File: src/hw/rtl/mtic_pkg.sv
`default_nettype none
// ----------------------------------------------------------------------------
// mtic_pkg
// Shared widths, constants and small modular helpers for the triplet index
// codec: word-list size, reciprocal for constant division, request kinds.
// ----------------------------------------------------------------------------
package mtic_pkg;

   // Word-list size N, legal from 2 to 2048.
   localparam int unsigned WORD_LIST_SIZE = 1626;

   localparam int unsigned WORD_WIDTH = 32;
   localparam int unsigned IDX_WIDTH  = 11;
   localparam int unsigned PROD_WIDTH = 2 * WORD_WIDTH;
   // N <= 2^IDX_WIDTH, so a decoded value below N^3 fits in three index widths.
   localparam int unsigned DEC_WIDTH  = 3 * IDX_WIDTH;

   // floor(2^32 / N): the quotient estimate is low by at most one.
   localparam logic [WORD_WIDTH-1:0] DIV_RECIP =
      WORD_WIDTH'((64'd1 << WORD_WIDTH) / WORD_LIST_SIZE);

   localparam logic [WORD_WIDTH-1:0]  LIST_SIZE_W  = WORD_WIDTH'(WORD_LIST_SIZE);
   localparam logic [IDX_WIDTH:0]     LIST_SIZE    = (IDX_WIDTH + 1)'(WORD_LIST_SIZE);
   localparam logic [2*IDX_WIDTH:0]   LIST_SIZE_SQ =
      (2 * IDX_WIDTH + 1)'(WORD_LIST_SIZE * WORD_LIST_SIZE);

   typedef enum logic {
      REQ_ENCODE = 1'b0,
      REQ_DECODE = 1'b1
   } kind_type;

   // (x + y) mod N for x, y already below N.
   function automatic logic [IDX_WIDTH-1:0] mod_add(input logic [IDX_WIDTH-1:0] x,
                                                    input logic [IDX_WIDTH-1:0] y);
      logic [IDX_WIDTH:0] sum;
      sum = {1'b0, x} + {1'b0, y};
      if (sum >= LIST_SIZE) begin
         sum = sum - LIST_SIZE;
      end
      return sum[IDX_WIDTH-1:0];
   endfunction

   // Floored (x - y) mod N for x, y already below N.
   function automatic logic [IDX_WIDTH-1:0] diff_mod(input logic [IDX_WIDTH-1:0] x,
                                                     input logic [IDX_WIDTH-1:0] y);
      logic [IDX_WIDTH:0] sum;
      sum = {1'b0, x} + LIST_SIZE - {1'b0, y};
      if (sum >= LIST_SIZE) begin
         sum = sum - LIST_SIZE;
      end
      return sum[IDX_WIDTH-1:0];
   endfunction

endpackage
`default_nettype wire

File: src/hw/rtl/mtic_divmod.sv
`default_nettype none
// ----------------------------------------------------------------------------
// mtic_divmod
// Two-stage divide of a 32-bit word by the word-list size: reciprocal
// multiply, then back-multiply and a single correction step.
// ----------------------------------------------------------------------------
module mtic_divmod (
   input  wire logic                            clock,
   input  wire logic [mtic_pkg::WORD_WIDTH-1:0] dividend,
   output logic      [mtic_pkg::WORD_WIDTH-1:0] quotient,
   output logic      [mtic_pkg::IDX_WIDTH-1:0]  remainder
);
   import mtic_pkg::*;

   logic [PROD_WIDTH-1:0] product_ff;
   logic [WORD_WIDTH-1:0] dividend_ff;
   logic [WORD_WIDTH-1:0] q_est;
   logic [WORD_WIDTH-1:0] back;
   logic [WORD_WIDTH-1:0] r_tmp;
   logic [WORD_WIDTH-1:0] quotient_in;
   logic [WORD_WIDTH-1:0] quotient_ff;
   logic [IDX_WIDTH-1:0]  remainder_in;
   logic [IDX_WIDTH-1:0]  remainder_ff;

   always_ff @(posedge clock) begin
      product_ff  <= PROD_WIDTH'(dividend) * PROD_WIDTH'(DIV_RECIP);
      dividend_ff <= dividend;
   end

   // Estimate is q or q-1; one compare and subtract fixes it.
   always_comb begin
      q_est = product_ff[PROD_WIDTH-1:WORD_WIDTH];
      back  = q_est * LIST_SIZE_W;
      r_tmp = dividend_ff - back;
      if (r_tmp >= LIST_SIZE_W) begin
         quotient_in  = q_est + WORD_WIDTH'(1);
         remainder_in = IDX_WIDTH'(r_tmp - LIST_SIZE_W);
      end else begin
         quotient_in  = q_est;
         remainder_in = IDX_WIDTH'(r_tmp);
      end
   end

   always_ff @(posedge clock) begin
      quotient_ff  <= quotient_in;
      remainder_ff <= remainder_in;
   end

   assign quotient  = quotient_ff;
   assign remainder = remainder_ff;

endmodule
`default_nettype wire

File: src/hw/rtl/mnemonic_triplet_index_codec.sv
`default_nettype none
// ----------------------------------------------------------------------------
// mnemonic_triplet_index_codec
// Converts a 32-bit entropy word to three chained word-list indices, or a
// triplet of indices back to the word with an overflow flag.
// ----------------------------------------------------------------------------
// Usage: a request transfers on any clock edge with start high and busy low;
// busy is high only during reset and the cycle after it, so one request can
// transfer every clock. Each request gives exactly one result, shown for one
// cycle with rsp_strobe high; the receiver cannot stall, so capture it then.
// The pipeline depth is set by three chained divides by the word-list size
// (two stages each: reciprocal multiply, then back-multiply and correct) plus
// one output stage. Index inputs at or above the word-list size are reduced
// modulo it first. Fields of the unused mode read zero.
module mnemonic_triplet_index_codec (
   input  wire logic                            clock,
   input  wire logic                            reset,
   input  wire logic                            start,
   output logic                                 busy,
   input  wire logic                            req_type,
   input  wire logic [mtic_pkg::WORD_WIDTH-1:0] req_entropy_word,
   input  wire logic [mtic_pkg::IDX_WIDTH-1:0]  req_first_index,
   input  wire logic [mtic_pkg::IDX_WIDTH-1:0]  req_second_index,
   input  wire logic [mtic_pkg::IDX_WIDTH-1:0]  req_third_index,
   output logic                                 rsp_strobe,
   output logic      [mtic_pkg::WORD_WIDTH-1:0] rsp_word_out,
   output logic                                 rsp_overflowed,
   output logic      [mtic_pkg::IDX_WIDTH-1:0]  rsp_index_a,
   output logic      [mtic_pkg::IDX_WIDTH-1:0]  rsp_index_b,
   output logic      [mtic_pkg::IDX_WIDTH-1:0]  rsp_index_c
);
   import mtic_pkg::*;

   localparam int unsigned PAD_WIDTH = WORD_WIDTH - IDX_WIDTH;

   logic                  busy_ff;
   logic                  accept;
   kind_type              req_kind;

   // Valid and kind travel with the data through stages 1..6.
   logic [6:1]            valid_ff;
   kind_type              kind_ff [1:6];

   logic [WORD_WIDTH-1:0] u0_dividend;
   logic [WORD_WIDTH-1:0] u0_quo;
   logic [IDX_WIDTH-1:0]  u0_rem;
   logic [WORD_WIDTH-1:0] u1_quo;
   logic [IDX_WIDTH-1:0]  u1_rem;
   logic [WORD_WIDTH-1:0] u2_quo;
   logic [IDX_WIDTH-1:0]  u2_rem;
   logic [WORD_WIDTH-1:0] u3_quo;
   logic [IDX_WIDTH-1:0]  u3_rem;
   logic [WORD_WIDTH-1:0] u4_quo;
   logic [IDX_WIDTH-1:0]  u4_rem;

   logic [IDX_WIDTH-1:0]   a_ff3, a_ff4, a_ff5, a_ff6;
   logic [IDX_WIDTH-1:0]   d1_ff3, d2_ff3;
   logic [2*IDX_WIDTH-1:0] p1_ff4;
   logic [DEC_WIDTH-1:0]   p2_ff4;
   logic [IDX_WIDTH-1:0]   b_ff5, b_ff6;
   logic [DEC_WIDTH-1:0]   v_ff5, v_ff6;

   logic                  rsp_strobe_ff;
   logic [WORD_WIDTH-1:0] rsp_word_out_in,   rsp_word_out_ff;
   logic                  rsp_overflowed_in, rsp_overflowed_ff;
   logic [IDX_WIDTH-1:0]  rsp_index_a_in,    rsp_index_a_ff;
   logic [IDX_WIDTH-1:0]  rsp_index_b_in,    rsp_index_b_ff;
   logic [IDX_WIDTH-1:0]  rsp_index_c_in,    rsp_index_c_ff;

   // Hold off requests only around reset; the pipeline never stalls.
   always_ff @(posedge clock) begin
      if (reset) begin
         busy_ff <= 1'b1;
      end else begin
         busy_ff <= 1'b0;
      end
   end

   assign busy     = busy_ff;
   assign accept   = start & ~busy_ff;
   assign req_kind = kind_type'(req_type);

   always_ff @(posedge clock) begin
      if (reset) begin
         valid_ff <= '0;
      end else begin
         valid_ff <= {valid_ff[5:1], accept};
      end
   end

   always_ff @(posedge clock) begin
      kind_ff[1] <= req_kind;
      for (int i = 2; i <= 6; i++) begin
         kind_ff[i] <= kind_ff[i-1];
      end
   end

   // Stages 1-2: divide the word (encode) or reduce all three indices (decode).
   assign u0_dividend = (req_kind == REQ_DECODE) ? {{PAD_WIDTH{1'b0}}, req_first_index}
                                                 : req_entropy_word;

   mtic_divmod u_div0 (
      .clock     (clock),
      .dividend  (u0_dividend),
      .quotient  (u0_quo),
      .remainder (u0_rem)
   );

   mtic_divmod u_div1 (
      .clock     (clock),
      .dividend  ({{PAD_WIDTH{1'b0}}, req_second_index}),
      .quotient  (u1_quo),
      .remainder (u1_rem)
   );

   mtic_divmod u_div2 (
      .clock     (clock),
      .dividend  ({{PAD_WIDTH{1'b0}}, req_third_index}),
      .quotient  (u2_quo),
      .remainder (u2_rem)
   );

   // Stages 3-4: second divide gives v/N^2 and (v/N) mod N.
   mtic_divmod u_div3 (
      .clock     (clock),
      .dividend  (u0_quo),
      .quotient  (u3_quo),
      .remainder (u3_rem)
   );

   // Stages 5-6: third divide gives (v/N^2) mod N.
   mtic_divmod u_div4 (
      .clock     (clock),
      .dividend  (u3_quo),
      .quotient  (u4_quo),
      .remainder (u4_rem)
   );

   // Side path: floored differences, products and sum for decode; chained
   // offsets for encode.
   always_ff @(posedge clock) begin
      // stage 3
      a_ff3  <= u0_rem;
      d1_ff3 <= diff_mod(u1_rem, u0_rem);
      d2_ff3 <= diff_mod(u2_rem, u1_rem);
      // stage 4
      a_ff4  <= a_ff3;
      p1_ff4 <= (2 * IDX_WIDTH)'(d1_ff3) * (2 * IDX_WIDTH)'(LIST_SIZE);
      p2_ff4 <= DEC_WIDTH'(d2_ff3) * DEC_WIDTH'(LIST_SIZE_SQ);
      // stage 5
      a_ff5  <= a_ff4;
      b_ff5  <= mod_add(u3_rem, a_ff4);
      v_ff5  <= DEC_WIDTH'(a_ff4) + DEC_WIDTH'(p1_ff4) + p2_ff4;
      // stage 6
      a_ff6  <= a_ff5;
      b_ff6  <= b_ff5;
      v_ff6  <= v_ff5;
   end

   // Stage 7: pick the fields of the request's mode, zero the others.
   always_comb begin
      unique case (kind_ff[6])
         REQ_DECODE: begin
            rsp_word_out_in   = v_ff6[WORD_WIDTH-1:0];
            rsp_overflowed_in = |v_ff6[DEC_WIDTH-1:WORD_WIDTH];
            rsp_index_a_in    = '0;
            rsp_index_b_in    = '0;
            rsp_index_c_in    = '0;
         end
         REQ_ENCODE: begin
            rsp_word_out_in   = '0;
            rsp_overflowed_in = 1'b0;
            rsp_index_a_in    = a_ff6;
            rsp_index_b_in    = b_ff6;
            rsp_index_c_in    = mod_add(u4_rem, b_ff6);
         end
         default: begin
            rsp_word_out_in   = '0;
            rsp_overflowed_in = 1'b0;
            rsp_index_a_in    = '0;
            rsp_index_b_in    = '0;
            rsp_index_c_in    = '0;
         end
      endcase
   end

   always_ff @(posedge clock) begin
      if (reset) begin
         rsp_strobe_ff <= 1'b0;
      end else begin
         rsp_strobe_ff <= valid_ff[6];
      end
   end

   always_ff @(posedge clock) begin
      rsp_word_out_ff   <= rsp_word_out_in;
      rsp_overflowed_ff <= rsp_overflowed_in;
      rsp_index_a_ff    <= rsp_index_a_in;
      rsp_index_b_ff    <= rsp_index_b_in;
      rsp_index_c_ff    <= rsp_index_c_in;
   end

   assign rsp_strobe     = rsp_strobe_ff;
   assign rsp_word_out   = rsp_word_out_ff;
   assign rsp_overflowed = rsp_overflowed_ff;
   assign rsp_index_a    = rsp_index_a_ff;
   assign rsp_index_b    = rsp_index_b_ff;
   assign rsp_index_c    = rsp_index_c_ff;

   // Every transfer yields its result strobe.
   a_latency: assert property (@(posedge clock) disable iff (reset)
      accept |-> ##7 rsp_strobe)
      else $error("result strobe missing seven cycles after request transfer");

   // Overflow comes only from a decode result, whose indices read zero.
   a_overflow_decode: assert property (@(posedge clock) disable iff (reset)
      (rsp_strobe && rsp_overflowed) |->
         (rsp_index_a == '0 && rsp_index_b == '0 && rsp_index_c == '0))
      else $error("overflow flag on a result with nonzero indices");

   // Encoded indices always land below the word-list size.
   a_index_range: assert property (@(posedge clock) disable iff (reset)
      rsp_strobe |-> ({1'b0, rsp_index_a} < LIST_SIZE && {1'b0, rsp_index_b} < LIST_SIZE &&
                      {1'b0, rsp_index_c} < LIST_SIZE))
      else $error("result index not below word-list size");

endmodule
`default_nettype wire

File: config.mk
export PLATFORM = sky130hd
export DESIGN_NAME = mnemonic_triplet_index_codec
export DESIGN_NICKNAME = d
export VERILOG_FILES = /design/src/hw/rtl/mtic_pkg.sv /design/src/hw/rtl/mtic_divmod.sv /design/src/hw/rtl/mnemonic_triplet_index_codec.sv
export SDC_FILE = /design/constraint.sdc
export NUM_CORES = 2
export LEC_CHECK = 0
export BUFFER_PORTS_ARGS = -buffer_cell sky130_fd_sc_hd__clkbuf_2
export CORE_UTILIZATION = 30
export CTS_CLUSTER_SIZE = 24
export DETAILED_ROUTE_END_ITERATION = 8
export SLEW_MARGIN = 20
export SYNTH_ARGS = -nofsm -noshare
export SYNTH_HDL_FRONTEND = slang
export SYNTH_HIERARCHICAL = 1
export SYNTH_SLANG_ARGS = --single-unit
File: constraint.sdc
create_clock -name clock -period 7.8 [get_ports clock]
set_input_delay 1.17 -clock clock [delete_from_list [all_inputs] [get_ports clock]]
set_output_delay 1.17 -clock clock [all_outputs]
set_load 0.005 [all_outputs]
# ---- Word level (Yosys, flattened, before mapping)
# Memory sizes are Yosys's and may differ from the RTL's.
# Index checks and enable logic that the tools add are counted.
dict set report totals {
  ff_bits 751
  input_bits 69
  ram_bits 6
  out_inout_bits 68
  latch_bits 0
  memories 1
  word_cells 106
  mem_bits_ro 0
}
# memory depth width rd rd_ports_with_merged_regs wr line
set memory_table {}
lappend memory_table {kind_ff 6 1 6 0 6 mnemonic_triplet_index_codec.sv:42} ;# kind_type kind_ff [1:6];
dict set report classes {
  n_addsub 24
  n_lt_le_gt_ge 9
  n_mux 18
  bitwise_logic 3
  n_reduce_logical 0
  n_div 0
  mul 12
  shift 0
  n_eq_ne 0
}
# cell count
set ops {}
lappend ops {{$ge A32 B11 Y1 const B} 5}
lappend ops {{$mul A22 B10 Y31 const B} 5}
lappend ops {{$mux W11} 9}
lappend ops {{$sub A11 B11 Y11 const B} 9}
lappend ops {{$mul A23 B22 Y45 const B} 2}
lappend ops {{$mul A11 B22 Y33 const B} 2}
lappend ops {{$pmux W11 S2} 3}
lappend ops {{$pmux W32 S2} 1}
lappend ops {{$sub A11 B32 Y32} 2}
lappend ops {{$sub A23 B32 Y32} 2}
lappend ops {{$mul A32 B22 Y54 const B} 1}
lappend ops {{$ge A12 B11 Y1 const B} 4}
lappend ops {{$add A22 B1 Y23 const B} 2}
lappend ops {{$mux W22} 2}
lappend ops {{$add A23 B33 Y33} 1}
lappend ops {{$mux W32} 1}
lappend ops {{$sub A32 B32 Y32} 1}
lappend ops {{$mul A11 B20 Y31 const B} 1}
lappend ops {{$add A11 B11 Y12} 2}
lappend ops {{$add A11 B11 Y12 const B} 2}
lappend ops {{$sub A12 B11 Y12} 2}
lappend ops {{$add A11 B22 Y23} 1}
lappend ops {{$mul A11 B10 Y21 const B} 1}
lappend ops {{$not A1 Y1} 2}
lappend ops {{other kinds (3)} 3}

# ---- Longest topological paths before layout
dict set report logic_depth {
  ltp_word 4
  mapped_depth 35
}

# ---- Hierarchy
# Netlist, hierarchy kept.
# mod instances area_each_um2 seq_area_each_um2 cells_per_inst
set modules_own_cells {}
lappend modules_own_cells {{mtic_divmod (u_div0 ...)} 2 18611.6 1761.7 2030}
lappend modules_own_cells {{mtic_divmod (u_div3)} 1 18551.5 1761.7 2007}
lappend modules_own_cells {{mtic_divmod (u_div2)} 1 18506.5 1761.7 1982}
lappend modules_own_cells {{mtic_divmod (u_div4)} 1 18357.6 1761.7 1977}
lappend modules_own_cells {mnemonic_triplet_index_codec 1 16821.1 5685.5 1641}

# ---- Worst setup path after synthesis
# Ideal clock, no wire load.
dict set report synth_timing {
  kind {reg-to-reg}
  startpoint {register u_div3.product_ff[34]}
  endpoint {register u_div3.quotient_ff[1], in the netlist u_div3/quotient[1]}
  path_stages_with_launch 31
  setup_ps 121
  slack_ps -48
  n_path_buf 2
  synth_period_minus_slack_ps 7848
  arrival_ps 7727
  cell_sequence {dfxtp_1 > ha_1 > inv_1 > fa_1 > fa_1 > fa_1 > fa_1 > inv_1 > ha_1 > and3_1 > a31oi_1 > o2111a_1 > nor2_1 > a21oi_1 > nor2b_1 > nor2_1 > nor2b_1 > o21ai_0 > a221o_1 > ha_1 > clkbuf_1 > nand2_1 > or3_1 > or4b_4 > a21oi_1 > o2bb2a_1 > nand4_1 > or4_4 > nor4_4 > buf_6 > mux2_2}
}
dict set report synth_via {
  elab_chain_cells 4
}
# element line
set synth_lines {}
lappend synth_lines {{start, declared} mtic_divmod.sv:15} ;# logic [PROD_WIDTH-1:0] product_ff;
lappend synth_lines {{start signal, assigned} mtic_divmod.sv:26} ;# product_ff <= PROD_WIDTH'(dividend) * PROD_WIDTH'(DIV_RECIP);
lappend synth_lines {{$mul A22 B10 Y31} mtic_divmod.sv:33} ;# back = q_est * LIST_SIZE_W;
lappend synth_lines {{$sub A23 B32 Y32} mtic_divmod.sv:34} ;# r_tmp = dividend_ff - back;
lappend synth_lines {{$ge A32 B11 Y1} mtic_divmod.sv:35} ;# if (r_tmp >= LIST_SIZE_W) begin
lappend synth_lines {{$mux W22} mtic_divmod.sv:35}
lappend synth_lines {{via u_div3.quotient_in[1]} mtic_divmod.sv:20} ;# logic [WORD_WIDTH-1:0] quotient_in;
lappend synth_lines {{end signal, assigned} mtic_divmod.sv:45} ;# quotient_ff <= quotient_in;
lappend synth_lines {{end, declared} mtic_divmod.sv:21} ;# logic [WORD_WIDTH-1:0] quotient_ff;
# The timed path passes the listed nets, and every way through them passes these cells.
# A chain may end at the register's enable or synchronous reset.

# ---- Worst setup path after layout
dict set report layout_timing {
  startpoint {register u_div3.product_ff[39]}
  endpoint {register u_div3.quotient_ff[5], in the netlist u_div3/quotient[5]}
}
# The elaborated chain is that of the path after synthesis.

==> flow_summary.toml <==
[worst_hold_path]
hold_class = "reg -> reg"
min_from = "a_ff5[7]$_DFF_P_"

[finish]
design_area_um2 = 122700
fill_cells = 36020
final_core_util = 0.3479
syn_to_final_growth_pct = 15.29
final_cell_mix = "inv_1 (3,188), ha_1 (2,308), fa_1 (1,351)"
final_common_cell = "inv_1"
nets = 16120
multi_input_area_um2 = 83610
drive_gt1_frac = 0.09980
seqCellArea_um2 = 13200

[clocking]
cts_root_buffer = "clkbuf_16"
cts_max_level = 3
numCtsBuffers = 90
cts_tree = "built"
clock-sinks = 655
clock_latency_ps = 830
clockBufferDepth = 4
clk_transition_reported_paths_ps = 60

[timing]
fin_crit_sh = 0.9843
slew-limit-headroom = 0.3365
slew_violations = 0
finalCriticalPeriod_ps = 7677
rsz0062_at_grt = "true"
fmax_mhz = 130.3
finalSetupViolCount = 0
finClkSkew_ps = 84.60
hold_viol_final = 0
max_slew.worst_pin.slew_ps = 989.2

[route]
totalWireLength_mm = 252.6
drcViolationCount = 0
vias_per_cell = 4.403
wl_per_cell_um = 14.74
ant_nets = 0
routed-via-count = 75430
dr.pass1.iters = 6
drt_iter0_markers = 3200

[synthesis]
postSynthAreaPerCell_um2 = 9.358
synth_warnings = 6
syn_area_um2 = 106400
synthCells = 11370

[worst_setup_path]
crit_slowest_cell = "fa_1"
cp.required_ps = 8470
crit_type = "reg -> reg"
endpoint = "u_div3/quotient[5]$_DFF_P_"
worst_path_largest_cell_delay_ps = 570
r2r-end = "u_div3/quotient[5]$_DFF_P_"
crit_start = "u_div3/product_ff[39]$_DFF_P_"
cp_max_fo = 5
cp-start-kind = "register"
cp_data_arrival_time_ps = 8350
setup.worst_path.end_class = "register"
ff2ff_path_depth = 35
r2r_slack_ps = 120
rr_startpoint = "u_div3/product_ff[39]$_DFF_P_"

[die]
num_rows = 218
die_y_um = 597.6
die_area_um2 = 357100
chipWidth_um = 597.6
io_pins = 137
coreArea_um2 = 352700
start_util = 0.3017

[placement]
gp_congestion = 0.9138
dpl_cell_area_um2 = 117300
place_hpwl_mm = 221.3
io_buffers = 136

[global_routing]
grt_max_degree = 72
grt_pass1_wl_mm = 407.6
grt.total_usage = 0.1420
grt_pass1_vias = 77980
gr-total-overflow = 0
antenna_found_initial = 15

[flow_run]
max_cap_viol_count = 0

[status]
status = "finished clean"
==> metal layers <==
layer | part of all wire | wire [µm] | vias up | track usage
met5 | 0 | 0 | - | 0
met4 | 0.025 | 6272 | 0 | 0.03324
met3 | 0.029 | 7318 | 272 | 0.01283
met2 | 0.47 | 119900 | 953 | 0.2450
met1 | 0.47 | 119100 | 36140 | 0.1910
li1 | - | - | 38060 | -
==> worst max-delay path, delay by kind of cell, from the launching register on <==
| family | cells | cell delay, ps |
|---|---|---|
| flops | 1 | 370 |
| buf+inv | 9 | 770 |
| xor+xnor | 2 | 290 |
| simple gates | 6 | 1140 |
| fa+ha+maj | 7 | 2840 |
| compound gates | 11 | 2070 |
==> stage by stage <==
stage / hold slack [ps] / worst slack [ps] / TNS [ps] / instances
3_5_place_dp: 312.1 / -472.1 / -9902 / 16920
3_3_place_gp: 310.7 / -431.5 / -7724 / 16920
2_1_floorplan: 309.6 / 28.01 / 0 / 11680
6_report: 251.7 / 122.8 / 0 / 17130
5_1_grt: 271.8 / -220.0 / -6522 / 17130
4_1_cts: 239.1 / -31.70 / -146.8 / 17090
==> state kept, by name (all words and copies together), names as in the netlist, 21 cells and up <==
name,cells
p1_ff4,21
p2_ff4,31
rsp_word_out,32
u_div0/dividend_ff,32
u_div0/product_ff,22
u_div0/quotient,23
u_div1/dividend_ff,32
u_div1/product_ff,22
u_div2/dividend_ff,32
u_div2/product_ff,22
u_div3/dividend_ff,32
u_div3/product_ff,22
u_div3/quotient,23
u_div4/dividend_ff,32
u_div4/product_ff,22
v_ff5,33
v_ff6,33
==> cell type report <==
cell class                      instances  area share
Clock buffer                          113     0.02021
Antenna cell                           17   0.0003468
Timing Repair Buffer                  647     0.03866
Tap cell                             4730     0.04824
Multi-Input combinational cell       7712      0.6815
Inverter                             3209     0.09818
Sequential cell                       655      0.1076
Clock inverter                         49    0.005232
==> worst min path at each step <==
stage                                  end  depth (start not counted)  slack [ps]
after floorplan           a_ff4[0]$_DFF_P_                          0         310
after global placement    b_ff6[2]$_DFF_P_                          0         310
after detailed placement  a_ff4[5]$_DFF_P_                          0         310
after CTS                 a_ff6[7]$_DFF_P_                          0         240
after global routing      a_ff6[7]$_DFF_P_                          0         270
final                     a_ff6[7]$_DFF_P_                          0         250
==> what timing repair did <==
item,in CTS,in global routing
cloned,1,2
pin swaps,17,212
gates resized for setup,82,319
buffers inserted,18,23
hold buffers,0,0
setup endpoints to repair,66,96
Power is not shown: default switching activity piles up to over one toggle a cycle in this logic, so the estimate is an artifact.
